### src/vms_pkg.sv
package vms_pkg;

    localparam int ModeW  = 4;
    localparam int CmdW   = 2;
    localparam int TimeW  = 64;
    localparam int CountW = 32;
    localparam int ReqW   = 7;
    localparam int RdyW   = 5;
    localparam int PrgW   = 4;

    typedef logic [ModeW-1:0] t_mode;
    typedef logic [CmdW-1:0]  t_cmd;

    // Mode codes
    localparam t_mode MODE_BOOT       = 4'd0;
    localparam t_mode MODE_SENSOR_CAL = 4'd1;
    localparam t_mode MODE_IDLE       = 4'd2;
    localparam t_mode MODE_S1_REC     = 4'd3;
    localparam t_mode MODE_S1_DONE    = 4'd4;
    localparam t_mode MODE_REVERSE    = 4'd5;
    localparam t_mode MODE_FINISHED   = 4'd6;
    localparam t_mode MODE_FAULT      = 4'd7;
    localparam t_mode MODE_CAL        = 4'd8;

    // Command codes
    localparam t_cmd CMD_UPDATE = 2'd0;
    localparam t_cmd CMD_TAKE   = 2'd1;
    localparam t_cmd CMD_INIT   = 2'd2;

    // Request flag bits
    localparam int RQ_CAL     = 0;
    localparam int RQ_IDLE    = 1;
    localparam int RQ_S1_GO   = 2;
    localparam int RQ_S1_STOP = 3;
    localparam int RQ_STOP    = 4;
    localparam int RQ_S2_GO   = 5;
    localparam int RQ_FRESET  = 6;

    // Readiness flag bits
    localparam int RD_FAULT   = 0;
    localparam int RD_BOOTED  = 1;
    localparam int RD_DRIVERS = 2;
    localparam int RD_SENS_OK = 3;
    localparam int RD_CAL_OK  = 4;

    // Progress flag bits
    localparam int PG_S1_LIM    = 0;
    localparam int PG_PATH_DONE = 1;
    localparam int PG_PATH_OK   = 2;
    localparam int PG_REV_DONE  = 3;

    typedef struct packed {
        t_cmd             command;
        logic [TimeW-1:0] timestamp;
        logic [ReqW-1:0]  request_flags;
        logic [RdyW-1:0]  readiness_flags;
        logic [PrgW-1:0]  progress_flags;
    } t_item;

    typedef struct packed {
        logic  valid;
        t_item item;
    } t_item_slot;

endpackage

### src/vehicle_mode_sequencer.sv
// Channel  | Direction | Handshake                 | Payload
// ---------+-----------+---------------------------+-----------------------------------------
// input    | in        | i_in_valid / o_in_stall   | command, timestamp, request, readiness,
//          |           |                           | progress flags
// output   | out       | o_out_valid / i_out_stall | changed, current/prior mode, entry time,
//          |           |                           | transitions, entry_taken, automatic_res
//
// Every transaction passes through the mode decode: input register, then
// next-mode logic and state update into the result register, which drives
// o_out_valid. One transaction per cycle is sustained while the output does not
// stall; the mode register feeding the decode sets that figure.
// Reset (i_rst_n low, synchronous) returns to boot with an entry pending and
// empties both registers. A stall on the output holds the result and backs
// up into the input register, which then raises o_in_stall.
module vehicle_mode_sequencer
    import vms_pkg::*;
(
    input  logic              i_clk,
    input  logic              i_rst_n,

    // Input channel
    input  logic              i_in_valid,
    output logic              o_in_stall,
    input  logic [CmdW-1:0]   i_command,
    input  logic [TimeW-1:0]  i_timestamp,
    input  logic [ReqW-1:0]   i_request_flags,
    input  logic [RdyW-1:0]   i_readiness_flags,
    input  logic [PrgW-1:0]   i_progress_flags,

    // Output channel
    output logic              o_out_valid,
    input  logic              i_out_stall,
    output logic              o_changed,
    output logic [ModeW-1:0]  o_current_mode,
    output logic [ModeW-1:0]  o_prior_mode,
    output logic [TimeW-1:0]  o_entry_time,
    output logic [CountW-1:0] o_transitions,
    output logic              o_entry_taken,
    output logic              o_automatic_res
);

    t_item      in_item;
    t_item_slot slot;
    logic       take;

    // Bundle the input transaction fields
    assign in_item.command         = i_command;
    assign in_item.timestamp       = i_timestamp;
    assign in_item.request_flags   = i_request_flags;
    assign in_item.readiness_flags = i_readiness_flags;
    assign in_item.progress_flags  = i_progress_flags;

    // Hold the accepted transaction until the core takes it
    vms_in_reg u_in_reg (
        .i_clk   (i_clk),
        .i_rst_n (i_rst_n),
        .i_valid (i_in_valid),
        .i_item  (in_item),
        .o_stall (o_in_stall),
        .i_take  (take),
        .o_slot  (slot)
    );

    // Decode the next mode, advance state and register the result
    vms_core u_core (
        .i_clk           (i_clk),
        .i_rst_n         (i_rst_n),
        .i_slot          (slot),
        .o_take          (take),
        .o_out_valid     (o_out_valid),
        .i_out_stall     (i_out_stall),
        .o_changed       (o_changed),
        .o_current_mode  (o_current_mode),
        .o_prior_mode    (o_prior_mode),
        .o_entry_time    (o_entry_time),
        .o_transitions   (o_transitions),
        .o_entry_taken   (o_entry_taken),
        .o_automatic_res (o_automatic_res)
    );

endmodule

### src/vms_in_reg.sv
module vms_in_reg
    import vms_pkg::*;
(
    input  logic       i_clk,
    input  logic       i_rst_n,
    input  logic       i_valid,
    input  t_item      i_item,
    output logic       o_stall,
    input  logic       i_take,
    output t_item_slot o_slot
);

    logic  r_vld;
    t_item r_item;

    assign o_stall = r_vld && !i_take;

    always_ff @(posedge i_clk) begin
        if (!i_rst_n) begin
            r_vld <= 1'b0;
        end else if (i_valid && !o_stall) begin
            r_vld <= 1'b1;
        end else if (i_take) begin
            r_vld <= 1'b0;
        end
    end

    // Load a new transaction whenever the slot is free or drains this cycle
    always_ff @(posedge i_clk) begin
        if (i_valid && !o_stall) begin
            r_item <= i_item;
        end
    end

    assign o_slot.valid = r_vld;
    assign o_slot.item  = r_item;

endmodule

### src/vms_next_mode.sv
module vms_next_mode
    import vms_pkg::*;
(
    input  t_mode           i_mode,
    input  logic [ReqW-1:0] i_req,
    input  logic [RdyW-1:0] i_rdy,
    input  logic [PrgW-1:0] i_prg,
    output t_mode           o_next
);

    always_comb begin
        o_next = i_mode;
        if (i_rdy[RD_FAULT] && i_mode != MODE_FAULT) begin
            o_next = MODE_FAULT;
        end else begin
            unique case (i_mode)
                MODE_BOOT: begin
                    if (i_rdy[RD_BOOTED]) begin
                        o_next = i_rdy[RD_DRIVERS] ? MODE_SENSOR_CAL : MODE_FAULT;
                    end
                end
                MODE_SENSOR_CAL: begin
                    priority if (i_req[RQ_CAL]) begin
                        o_next = MODE_CAL;
                    end else if (i_req[RQ_IDLE] || i_rdy[RD_SENS_OK]) begin
                        o_next = MODE_IDLE;
                    end
                end
                MODE_IDLE: begin
                    priority if (i_req[RQ_CAL]) begin
                        o_next = MODE_CAL;
                    end else if (i_req[RQ_S1_GO] && i_rdy[RD_CAL_OK]) begin
                        o_next = MODE_S1_REC;
                    end
                end
                MODE_S1_REC: begin
                    if (i_req[RQ_S1_STOP] || i_req[RQ_STOP] || i_prg[PG_S1_LIM]) begin
                        o_next = MODE_S1_DONE;
                    end
                end
                MODE_S1_DONE: begin
                    priority if (i_prg[PG_PATH_DONE] && !i_prg[PG_PATH_OK]) begin
                        o_next = MODE_FAULT;
                    end else if (i_req[RQ_S2_GO] && i_prg[PG_PATH_OK]
                                 && i_rdy[RD_CAL_OK]) begin
                        o_next = MODE_REVERSE;
                    end else if (i_req[RQ_CAL]) begin
                        o_next = MODE_CAL;
                    end
                end
                MODE_REVERSE: begin
                    priority if (i_prg[PG_REV_DONE]) begin
                        o_next = MODE_FINISHED;
                    end else if (i_req[RQ_STOP]) begin
                        o_next = MODE_S1_DONE;
                    end
                end
                MODE_FINISHED: begin
                    if (i_req[RQ_IDLE]) begin
                        o_next = MODE_IDLE;
                    end
                end
                MODE_FAULT: begin
                    if (i_req[RQ_FRESET] && !i_rdy[RD_FAULT]) begin
                        o_next = i_rdy[RD_CAL_OK] ? MODE_IDLE : MODE_CAL;
                    end
                end
                MODE_CAL: begin
                    priority if (i_req[RQ_IDLE] || i_req[RQ_STOP]) begin
                        o_next = MODE_IDLE;
                    end else if (i_req[RQ_S1_GO] && i_rdy[RD_CAL_OK]) begin
                        o_next = MODE_S1_REC;
                    end
                end
                default: begin
                    o_next = MODE_FAULT;
                end
            endcase
        end
    end

endmodule

### src/vms_core.sv
module vms_core
    import vms_pkg::*;
(
    input  logic              i_clk,
    input  logic              i_rst_n,
    input  t_item_slot        i_slot,
    output logic              o_take,
    output logic              o_out_valid,
    input  logic              i_out_stall,
    output logic              o_changed,
    output t_mode             o_current_mode,
    output t_mode             o_prior_mode,
    output logic [TimeW-1:0]  o_entry_time,
    output logic [CountW-1:0] o_transitions,
    output logic              o_entry_taken,
    output logic              o_automatic_res
);

    // Architectural state
    t_mode             r_mode,       n_mode;
    t_mode             r_last,       n_last;
    logic [TimeW-1:0]  r_entry_time, n_entry_time;
    logic [CountW-1:0] r_count,      n_count;
    logic              r_pending,    n_pending;

    // Result register
    logic r_out_vld;
    logic r_out_changed, n_changed;
    logic r_out_taken,   n_taken;
    t_mode             r_out_mode;
    t_mode             r_out_last;
    logic [TimeW-1:0]  r_out_time;
    logic [CountW-1:0] r_out_count;

    t_mode decoded;
    logic  fire;

    assign o_take = !r_out_vld || !i_out_stall;
    assign fire   = i_slot.valid && o_take;

    vms_next_mode u_next (
        .i_mode (r_mode),
        .i_req  (i_slot.item.request_flags),
        .i_rdy  (i_slot.item.readiness_flags),
        .i_prg  (i_slot.item.progress_flags),
        .o_next (decoded)
    );

    always_comb begin
        n_mode       = r_mode;
        n_last       = r_last;
        n_entry_time = r_entry_time;
        n_count      = r_count;
        n_pending    = r_pending;
        n_changed    = 1'b0;
        n_taken      = 1'b0;
        unique case (i_slot.item.command)
            CMD_UPDATE: begin
                if (decoded != r_mode) begin
                    n_last       = r_mode;
                    n_mode       = decoded;
                    n_entry_time = i_slot.item.timestamp;
                    n_count      = r_count + CountW'(1);
                    n_pending    = 1'b1;
                    n_changed    = 1'b1;
                end
            end
            CMD_TAKE: begin
                n_taken   = r_pending;
                n_pending = 1'b0;
            end
            CMD_INIT: begin
                n_mode       = MODE_BOOT;
                n_last       = MODE_BOOT;
                n_entry_time = i_slot.item.timestamp;
                n_count      = '0;
                n_pending    = 1'b1;
            end
            default: begin
            end
        endcase
    end

    always_ff @(posedge i_clk) begin
        if (!i_rst_n) begin
            r_mode       <= MODE_BOOT;
            r_last       <= MODE_BOOT;
            r_entry_time <= '0;
            r_count      <= '0;
            r_pending    <= 1'b1;
            r_out_vld    <= 1'b0;
        end else begin
            if (fire) begin
                r_mode       <= n_mode;
                r_last       <= n_last;
                r_entry_time <= n_entry_time;
                r_count      <= n_count;
                r_pending    <= n_pending;
                r_out_vld    <= 1'b1;
            end else if (o_take) begin
                r_out_vld <= 1'b0;
            end
        end
    end

    always_ff @(posedge i_clk) begin
        if (fire) begin
            r_out_changed <= n_changed;
            r_out_taken   <= n_taken;
            r_out_mode    <= n_mode;
            r_out_last    <= n_last;
            r_out_time    <= n_entry_time;
            r_out_count   <= n_count;
        end
    end

    assign o_out_valid     = r_out_vld;
    assign o_changed       = r_out_changed;
    assign o_entry_taken   = r_out_taken;
    assign o_current_mode  = r_out_mode;
    assign o_prior_mode    = r_out_last;
    assign o_entry_time    = r_out_time;
    assign o_transitions   = r_out_count;
    assign o_automatic_res = (r_out_mode == MODE_S1_REC) || (r_out_mode == MODE_REVERSE);

    a_mode_legal: assert property (@(posedge i_clk) disable iff (!i_rst_n)
        r_mode <= MODE_CAL)
        else $error("mode register holds an undefined code");

    a_change_differs: assert property (@(posedge i_clk) disable iff (!i_rst_n)
        (r_out_vld && r_out_changed) |-> (r_out_mode != r_out_last))
        else $error("reported change with equal current and prior mode");

    a_change_or_take: assert property (@(posedge i_clk) disable iff (!i_rst_n)
        r_out_vld |-> !(r_out_changed && r_out_taken))
        else $error("change and entry take reported together");

    a_take_clears: assert property (@(posedge i_clk) disable iff (!i_rst_n)
        (fire && i_slot.item.command == CMD_TAKE) |=> !r_pending)
        else $error("pending entry not cleared by take");

    a_count_step: assert property (@(posedge i_clk) disable iff (!i_rst_n)
        (fire && i_slot.item.command == CMD_UPDATE && decoded != r_mode)
        |=> (r_count == CountW'($past(r_count) + CountW'(1))))
        else $error("transition count did not advance on a change");

endmodule

### config.mk
export PLATFORM = sky130hd
export DESIGN_NAME = vehicle_mode_sequencer
export DESIGN_NICKNAME = d
export VERILOG_FILES = /design/src/vms_pkg.sv /design/src/vehicle_mode_sequencer.sv /design/src/vms_in_reg.sv /design/src/vms_next_mode.sv /design/src/vms_core.sv
export SDC_FILE = /design/constraint.sdc
export NUM_CORES = 1
export LEC_CHECK = 0
export BUFFER_PORTS_ARGS = -buffer_cell sky130_fd_sc_hd__buf_2
export CORE_UTILIZATION = 40
export CTS_CLUSTER_DIAMETER = 150
export CTS_CLUSTER_SIZE = 40
export DETAILED_ROUTE_END_ITERATION = 16
export PLACE_DENSITY = 0.68
export SYNTH_ARGS = -nofsm -noshare
export SYNTH_HDL_FRONTEND = slang
export SYNTH_SLANG_ARGS = --single-unit
### constraint.sdc
create_clock -name i_clk -period 8.4 [get_ports i_clk]
set_input_delay 0 -clock i_clk [delete_from_list [all_inputs] [get_ports i_clk]]
set_output_delay 0 -clock i_clk [all_outputs]
set_load 0.01 [all_outputs]
# After elaboration in Yosys (flattened, before gate mapping)
# Index checks and enable logic that the tools add are counted.
[op_classes] addsub=1 n_eq_ne=15 mux=32 reduce_logical=27
[ops] operator="case mux 64 bit (2 select lines)" n=1
[ops] operator="2-to-1 mux 4 bit" n=18
[ops] operator="2-to-1 mux 64 bit" n=1
[ops] operator="case mux 32 bit (2 select lines)" n=1
[ops] operator="case mux 4 bit (9 select lines)" n=1
[ops] operator="adder 32 x 1 -> 32 bit (second input constant)" n=1
[ops] operator="2-to-1 mux 32 bit" n=1
[ops] operator="== test 4 x 3 -> 1 bit (second input constant)" n=5
[ops] operator="case mux 4 bit (2 select lines)" n=2
[ops] operator="== test 4 x 2 -> 1 bit (second input constant)" n=3
[ops] operator="logical AND 1 bit" n=9
[ops] operator="zero test 1 bit" n=6
[ops] operator="logical OR 1 bit" n=6
[ops] operator="2-to-1 mux 1 bit" n=5
[ops] operator="== test 4 x 1 -> 1 bit (second input constant)" n=1
[ops] operator="== test 4 bit (second input constant)" n=1
[ops] operator="zero test 4 bit" n=1
[ops] operator="!= test 4 x 3 -> 1 bit (second input constant)" n=1
[ops] operator="!= test 4 bit" n=1
[ops] operator="nonzero test 2 bit" n=2
[ops] operator="2-to-1 mux 3 bit" n=1
[ops] operator="case mux 1 bit (3 select lines)" n=1
[ops] operator="AND reduction 3 bit" n=1
[ops] operator="nonzero test 3 bit" n=1
[ops] operator="other kinds (4)" n=4
[word_totals] reg_bits=295 in_bits=86

# Logic depth before layout (Yosys ltp)
[logic_depth] word_depth=9 ltp_mapped=12 mapped_depth_nobuf=9

# Hierarchy
# A second synthesis with hierarchy kept.
[hier_totals] hier_cells=840 hier_area_um2=11327.1
[by_module_without_submodules] mod="vms_core" instances=1 cells_per_inst=692 area_per_inst_um2=8423.1
[by_module_without_submodules] mod="vms_in_reg" instances=1 cells_per_inst=87 area_per_inst_um2=2517.4
[by_module_without_submodules] mod="vms_next_mode" instances=1 cells_per_inst=61 area_per_inst_um2=386.6

# Least setup slack after synthesis
# OpenSTA, ideal clock, no wires.
[synth_path] kind="reg-to-reg" from="reg u_core.r_out_vld (netlist: u_core.o_out_valid)" to="reg u_core.r_count[26]" setup_ns=0.070 arrival_time_ns=4.861 setup_slack_ns=3.468 stages_incl_launch_ff=8 n_path_buf=1 path_cell_list="dfxtp_1 -> nand2_1 -> nand2_1 -> inv_1 -> clkbuf_1 -> nand2_1 -> or4_1 -> a21oi_1"
[synth_via] elab_chain_cells=3
[synth_lines] item="start, declared" line="vms_core.sv:27" rtl="logic r_out_vld;"
[synth_lines] item="start signal, assigned" line="vms_core.sv:91" rtl="r_out_vld <= 1'b0;"
[synth_lines] item="start signal, assigned" line="vms_core.sv:99" rtl="r_out_vld <= 1'b1;"
[synth_lines] item="start signal, assigned" line="vms_core.sv:101" rtl="r_out_vld <= 1'b0;"
[synth_lines] item="zero test 1 bit" line="vms_core.sv:38" rtl="assign o_take = !r_out_vld || !i_out_stall;"
[synth_lines] item="logical OR 1 bit" line="vms_core.sv:38"
[synth_lines] item="logical AND 1 bit" line="vms_core.sv:39" rtl="assign fire = i_slot.valid && o_take;"
[synth_lines] item="via u_core.fire" line="vms_core.sv:36" rtl="logic fire;"
[synth_lines] item="end signal, assigned" line="vms_core.sv:97" rtl="r_count <= n_count;"
[synth_lines] item="end, declared" line="vms_core.sv:23" rtl="logic [CountW-1:0] r_count, n_count;"
# The timed path passes the listed nets, and every way through them passes these cells.
# A chain may end at the register's enable or synchronous reset.

# Worst setup path in the final report
[layout_path] from="reg u_core.r_mode[3]" to="reg u_core.r_last[0]"
[layout_via] elab_chain_cells=8 word_cells_on_any_way=30 classes_between="eq/ne: 10; mux: 18; reduce/logical: 2"
[layout_lines] item="start, declared" line="vms_core.sv:20" rtl="t_mode r_mode, n_mode;"
[layout_lines] item="start signal, assigned" line="vms_core.sv:94" rtl="r_mode <= n_mode;"
[layout_lines] item="2-to-1 mux 4 bit" line="vms_next_mode.sv:47" rtl="end else if (i_req[RQ_CAL]) begin"
[layout_lines] item="2-to-1 mux 4 bit" line="vms_next_mode.sv:44" rtl="end else if (i_req[RQ_S2_GO] && i_prg[PG_PATH_OK]"
[layout_lines] item="2-to-1 mux 4 bit" line="vms_next_mode.sv:42" rtl="priority if (i_prg[PG_PATH_DONE] && !i_prg[PG_PATH_OK]) begin"
[layout_lines] item="case mux 4 bit (9 select lines)" line="vms_next_mode.sv:16" rtl="unique case (i_mode)"
[layout_lines] item="2-to-1 mux 4 bit" line="vms_next_mode.sv:13" rtl="if (i_rdy[RD_FAULT] && i_mode != MODE_FAULT) begin"
[layout_lines] item="!= test 4 bit *" line="vms_core.sv:59" rtl="if (decoded != r_mode) begin"
[layout_lines] item="2-to-1 mux 4 bit *" line="vms_core.sv:59"
[layout_lines] item="case mux 4 bit (2 select lines) *" line="vms_core.sv:57" rtl="unique case (i_slot.item.command)"
[layout_lines] item="end signal, assigned" line="vms_core.sv:95" rtl="r_last <= n_last;"
[layout_lines] item="end, declared" line="vms_core.sv:21" rtl="t_mode r_last, n_last;"
# Mark *: on every way between the ends. The rest lies on a longest branch, timed or not.

==> qor.csv <==
stage;metric;value;unit
synth;Post-synth ARST share;0;
timing;Clock Skew;34.9;ps
global_route;Overall Global Routing Usage;0.171;
synth;synthesized net count;1245;
synth;Synth area leader;edfxtp_1;
clock_tree;worst skew pair latency;510;ps
global_route;met1 Use GR;0.235;
synth;prevailing post-synth register cell;edfxtp_1;
setup_path;Slowest cell on crit path;o31ai_4;
clock_tree;TritonCTS clock tree;built;
global_route;Most Crowded Layer GR;met2;
setup_path;CP max FO;105;
timing;worst-margin pin slew;993;ps
setup_path;slowest stage delay, CP;910;ps
synth;Post-Synth XOR/XNOR Area;0.00918;
drt;drt first pass iters;5;
pwr;Lkg Pwr;5.14;nW
drt;routed vias;9275;
clock_tree;H-tree levels;1;
pwr;cell-internal power;1.95;mW
floorplanning;io pins;195;
timing;Slew Limit Fails;0;
setup_path;critical path data arrival time;5360;ps
layout;fin nets;1473;
status;status;complete, no violations;
timing;RSZ-0062 raised after global routing;no;
floorplanning;Initial Utilization;0.406;
timing;setup tns final;0;ps
clock_tree;Setup Buffers After CTS;0;
timing;final number of hold-violating endpoints;0;
pwr;Sw Share;0.236;
floorplanning;Rows;64;
drt;DRT iter0 DRCs;845;
timing;fin crit share;0.582;
drt;wire per inst;15.7;um
clock_tree;clock net sink count;295;
synth;sequential-to-total area share from yosys stat;0.628;
floorplanning;Core ar.;30600;um^2
pwr;sequential share of power;0.638;
pwr;peak supply drop;0.000151;V
place;DP HPWL;17300;um
setup_path;required time worst endpoint;8870;ps
layout;area growth from synthesis to layout;19.0;%
synth;Syn Area/Cell;10.7;um^2
pwr;clock network power share;0.270;
timing;Slew HR;0.338;
setup_path;startpoint types;flop;
floorplanning;DIE AREA;31700;um^2
global_route;grt met3 use;0.0247;
setup_path;CP Buf/Inv Count;1;
synth;Synth Cell Area;12400;um^2
timing;final setup violation count;0;
global_route;first-pass GRT wire length;43500;um
layout;# diodes;0;
place;PortBufs;194;
global_route;pin count of the biggest net entering global routing;106;
flow_run;# Max-Cap Violations;0;
clock_tree;Clock Tree Buf Depth;3;
layout;Finished Layout Cells;1786;
clock_tree;CTS clk-pin slew, worst paths;140;ps
drt;vias per cell;5.19;
synth;count of different cell masters after synthesis;72;
drt;drt drc;0;
synth;simple-gate area share of the yosys netlist;0.187;
floorplanning;chip width;178;um
place;routability cong.;0.861;
pwr;switching power;0.603;mW
synth;Synth Area in Adders;0.00101;
pwr;overall power;2.55;mW
setup_path;CP Cell Sequence;nor4b_1 > a22oi_1 > o211ai_2 > o21ai_0 > a211o_2 > o31ai_4 > buf_4 > and2_1 > a22o_1;
setup_path;CP delay by family, top;compound AO/OA/AOI/OAI gates;
synth;Synth Area in Compound Gates;0.140;
synth;post-synth top area share;0.455;
global_route;vias in the first global route;8408;
pwr;PwrDens;173;nW/um^2
place;placed cells;1683;
global_route;GR Util met2;0.284;
clock_tree;CTS Buf Count;11;
setup_path;Worst Setup Path Type;flop to flop;
min_path;min-delay worst type;input pin to flop;
synth;#FFs+latches synth;295;
floorplanning;Die Y;178;um
synth;EDFF count, synth;188;
timing;Max Freq;205;MHz
pwr;Combinational Power Share;0.092;
synth;mux cell area share after synthesis;0.000908;
drt;post-detailed-route count of antenna-violating nets;0;
global_route;initial antenna violation count;0;
layout;share of layout cells above drive strength 1;0.219;
synth;cells after synthesis;1158;
timing;Period minus WS final;4890;ps
global_route;grt ovf;0;
drt;DRT Wirelength;28000;um
synth;Ys Warns;0;
synth;main combinational cell family by area after synthesis;simple AND/OR/NAND/NOR gates;
clock_tree;CTS root buf;clkbuf_16;
setup_path;Setup crit end kind;flop;
synth;Area contributors post-synth;edfxtp_1, dfxtp_1, nand2_1;
-- power groups by stage --
| stage | registers, mW | clock network [mW] | logic, mW |
|---|---|---|---|
| 2_1_floorplan | 1.67 | 0 | 0.117 |
| 3_3_place_gp | 1.66 | 0 | 0.202 |
| 3_5_place_dp | 1.66 | 0 | 0.205 |
| 4_1_cts | 1.63 | 0.711 | 0.237 |
| 5_1_grt | 1.63 | 0.758 | 0.259 |
| 6_report | 1.63 | 0.689 | 0.235 |
-- cells in the final DEF, fill, tap and decap left out, types with 3 or more instances in the layout --
cell type / count
a22o_1: 8
o21ai_1: 21
o31ai_1: 5
nand4_1: 10
nor3b_1: 3
o22ai_1: 3
edfxtp_1: 188
nand2b_1: 4
o2111ai_1: 5
nor3_1: 16
clkbuf_1: 5
and2_1: 3
buf_4: 11
a31oi_1: 8
nor2b_1: 5
or4_1: 17
clkbuf_16: 11
a21o_1: 3
nor2_1: 36
xor2_1: 7
o211ai_1: 18
and4_1: 3
nand3_1: 21
o21ai_2: 4
dlygate4sd3_1: 86
or2_2: 64
a21oi_1: 101
inv_1: 8
or3_1: 24
nand2_1: 249
and3_1: 7
o21ai_0: 78
dfxtp_1: 107
nor4b_1: 3
xnor2_1: 6
o21a_1: 3
buf_2: 194
-- cell type report --
type	instances	area [um^2]
well taps	396	495
fillers	2758	15800
inverters	12	47.5
multi-input cells	775	4200
flip-flops and latches	295	7790
clock buffers	16	294
repair buffers	291	1910
clock inverters	1	30.0
-- what timing repair did --
item	in CTS	in global routing
endpoints found under the setup margin	0	0
resized for setup	0	0
endpoints found under the hold margin	91	0
hold buffers	86	0
-- cells in the mapped netlist (4+ instances only) --
cell / n
o2111ai_1: 5
buf_2: 17
nor2b_1: 6
or2_2: 64
dfxtp_1: 107
o21ai_0: 78
a22o_1: 8
clkbuf_1: 41
and3_1: 7
xor2_1: 7
nand4_1: 10
a31oi_1: 8
o21ai_1: 21
o31ai_1: 5
nor3_1: 16
nor2_1: 36
nand2b_1: 4
or4_1: 17
a21oi_1: 101
inv_1: 11
o21ai_2: 4
buf_4: 12
nand2_1: 249
buf_6: 4
nand3_1: 21
o211ai_1: 18
edfxtp_1: 188
or3_1: 24
xnor2_1: 6
-- stage by stage --
stage	area [um^2]	utilization	setup slack (ps)	hold WS, ps
after floorplan	12400	-	3470	98.9
after global placement	13600	0.444	3660	176
after detailed placement	13600	0.444	3530	178
after CTS	14800	0.483	3490	171
after global routing	14800	0.483	3090	170
final	14800	0.483	3510	178
-- layer usage --
| metal | vias up | share of wire |
|---|---|---|
| met5 | - | 0 |
| li1 | 4600 | - |
| met3 | 35 | 0.053 |
| met1 | 4378 | 0.45 |
| met4 | 0 | 0.015 |
| met2 | 262 | 0.48 |
-- worst paths after layout --
check / from / endpoint / slack (ps) / cells past startpoint
worst max-delay path: u_core.r_mode[3] / u_core.r_last[0] / 3510 / 9
worst min-delay path: i_timestamp[4] / u_in_reg.o_slot[20] / 180 / 2
worst max register to register: u_core.r_mode[3] / u_core.r_last[0] / 3510 / 9
worst min register to register: u_core.r_entry_time[53] / u_core.r_entry_time[53] / 460 / 2
-- cell families after synthesis --
family | after synthesis
flops | 295
buf+inv | 88
simple gates | 479
mux | 1
xor+xnor | 13
compound gates | 281
fa+ha+maj | 1
-- flip-flops by register name, indices dropped and copies added, names as in the netlist --
register	cells
u_core.r_mode	4
u_core.r_last	4
u_core.o_entry_taken	1
u_in_reg.o_slot	82
u_core.r_entry_time	64
u_core.o_out_valid	1
u_core.o_transitions	32
u_in_reg.r_vld	1
u_core.o_current_mode	4
u_core.r_pending	1
u_core.o_entry_time	64
u_core.o_changed	1
u_core.r_count	32
u_core.o_prior_mode	4
Note: power is estimated with default switching activity, not from simulation.
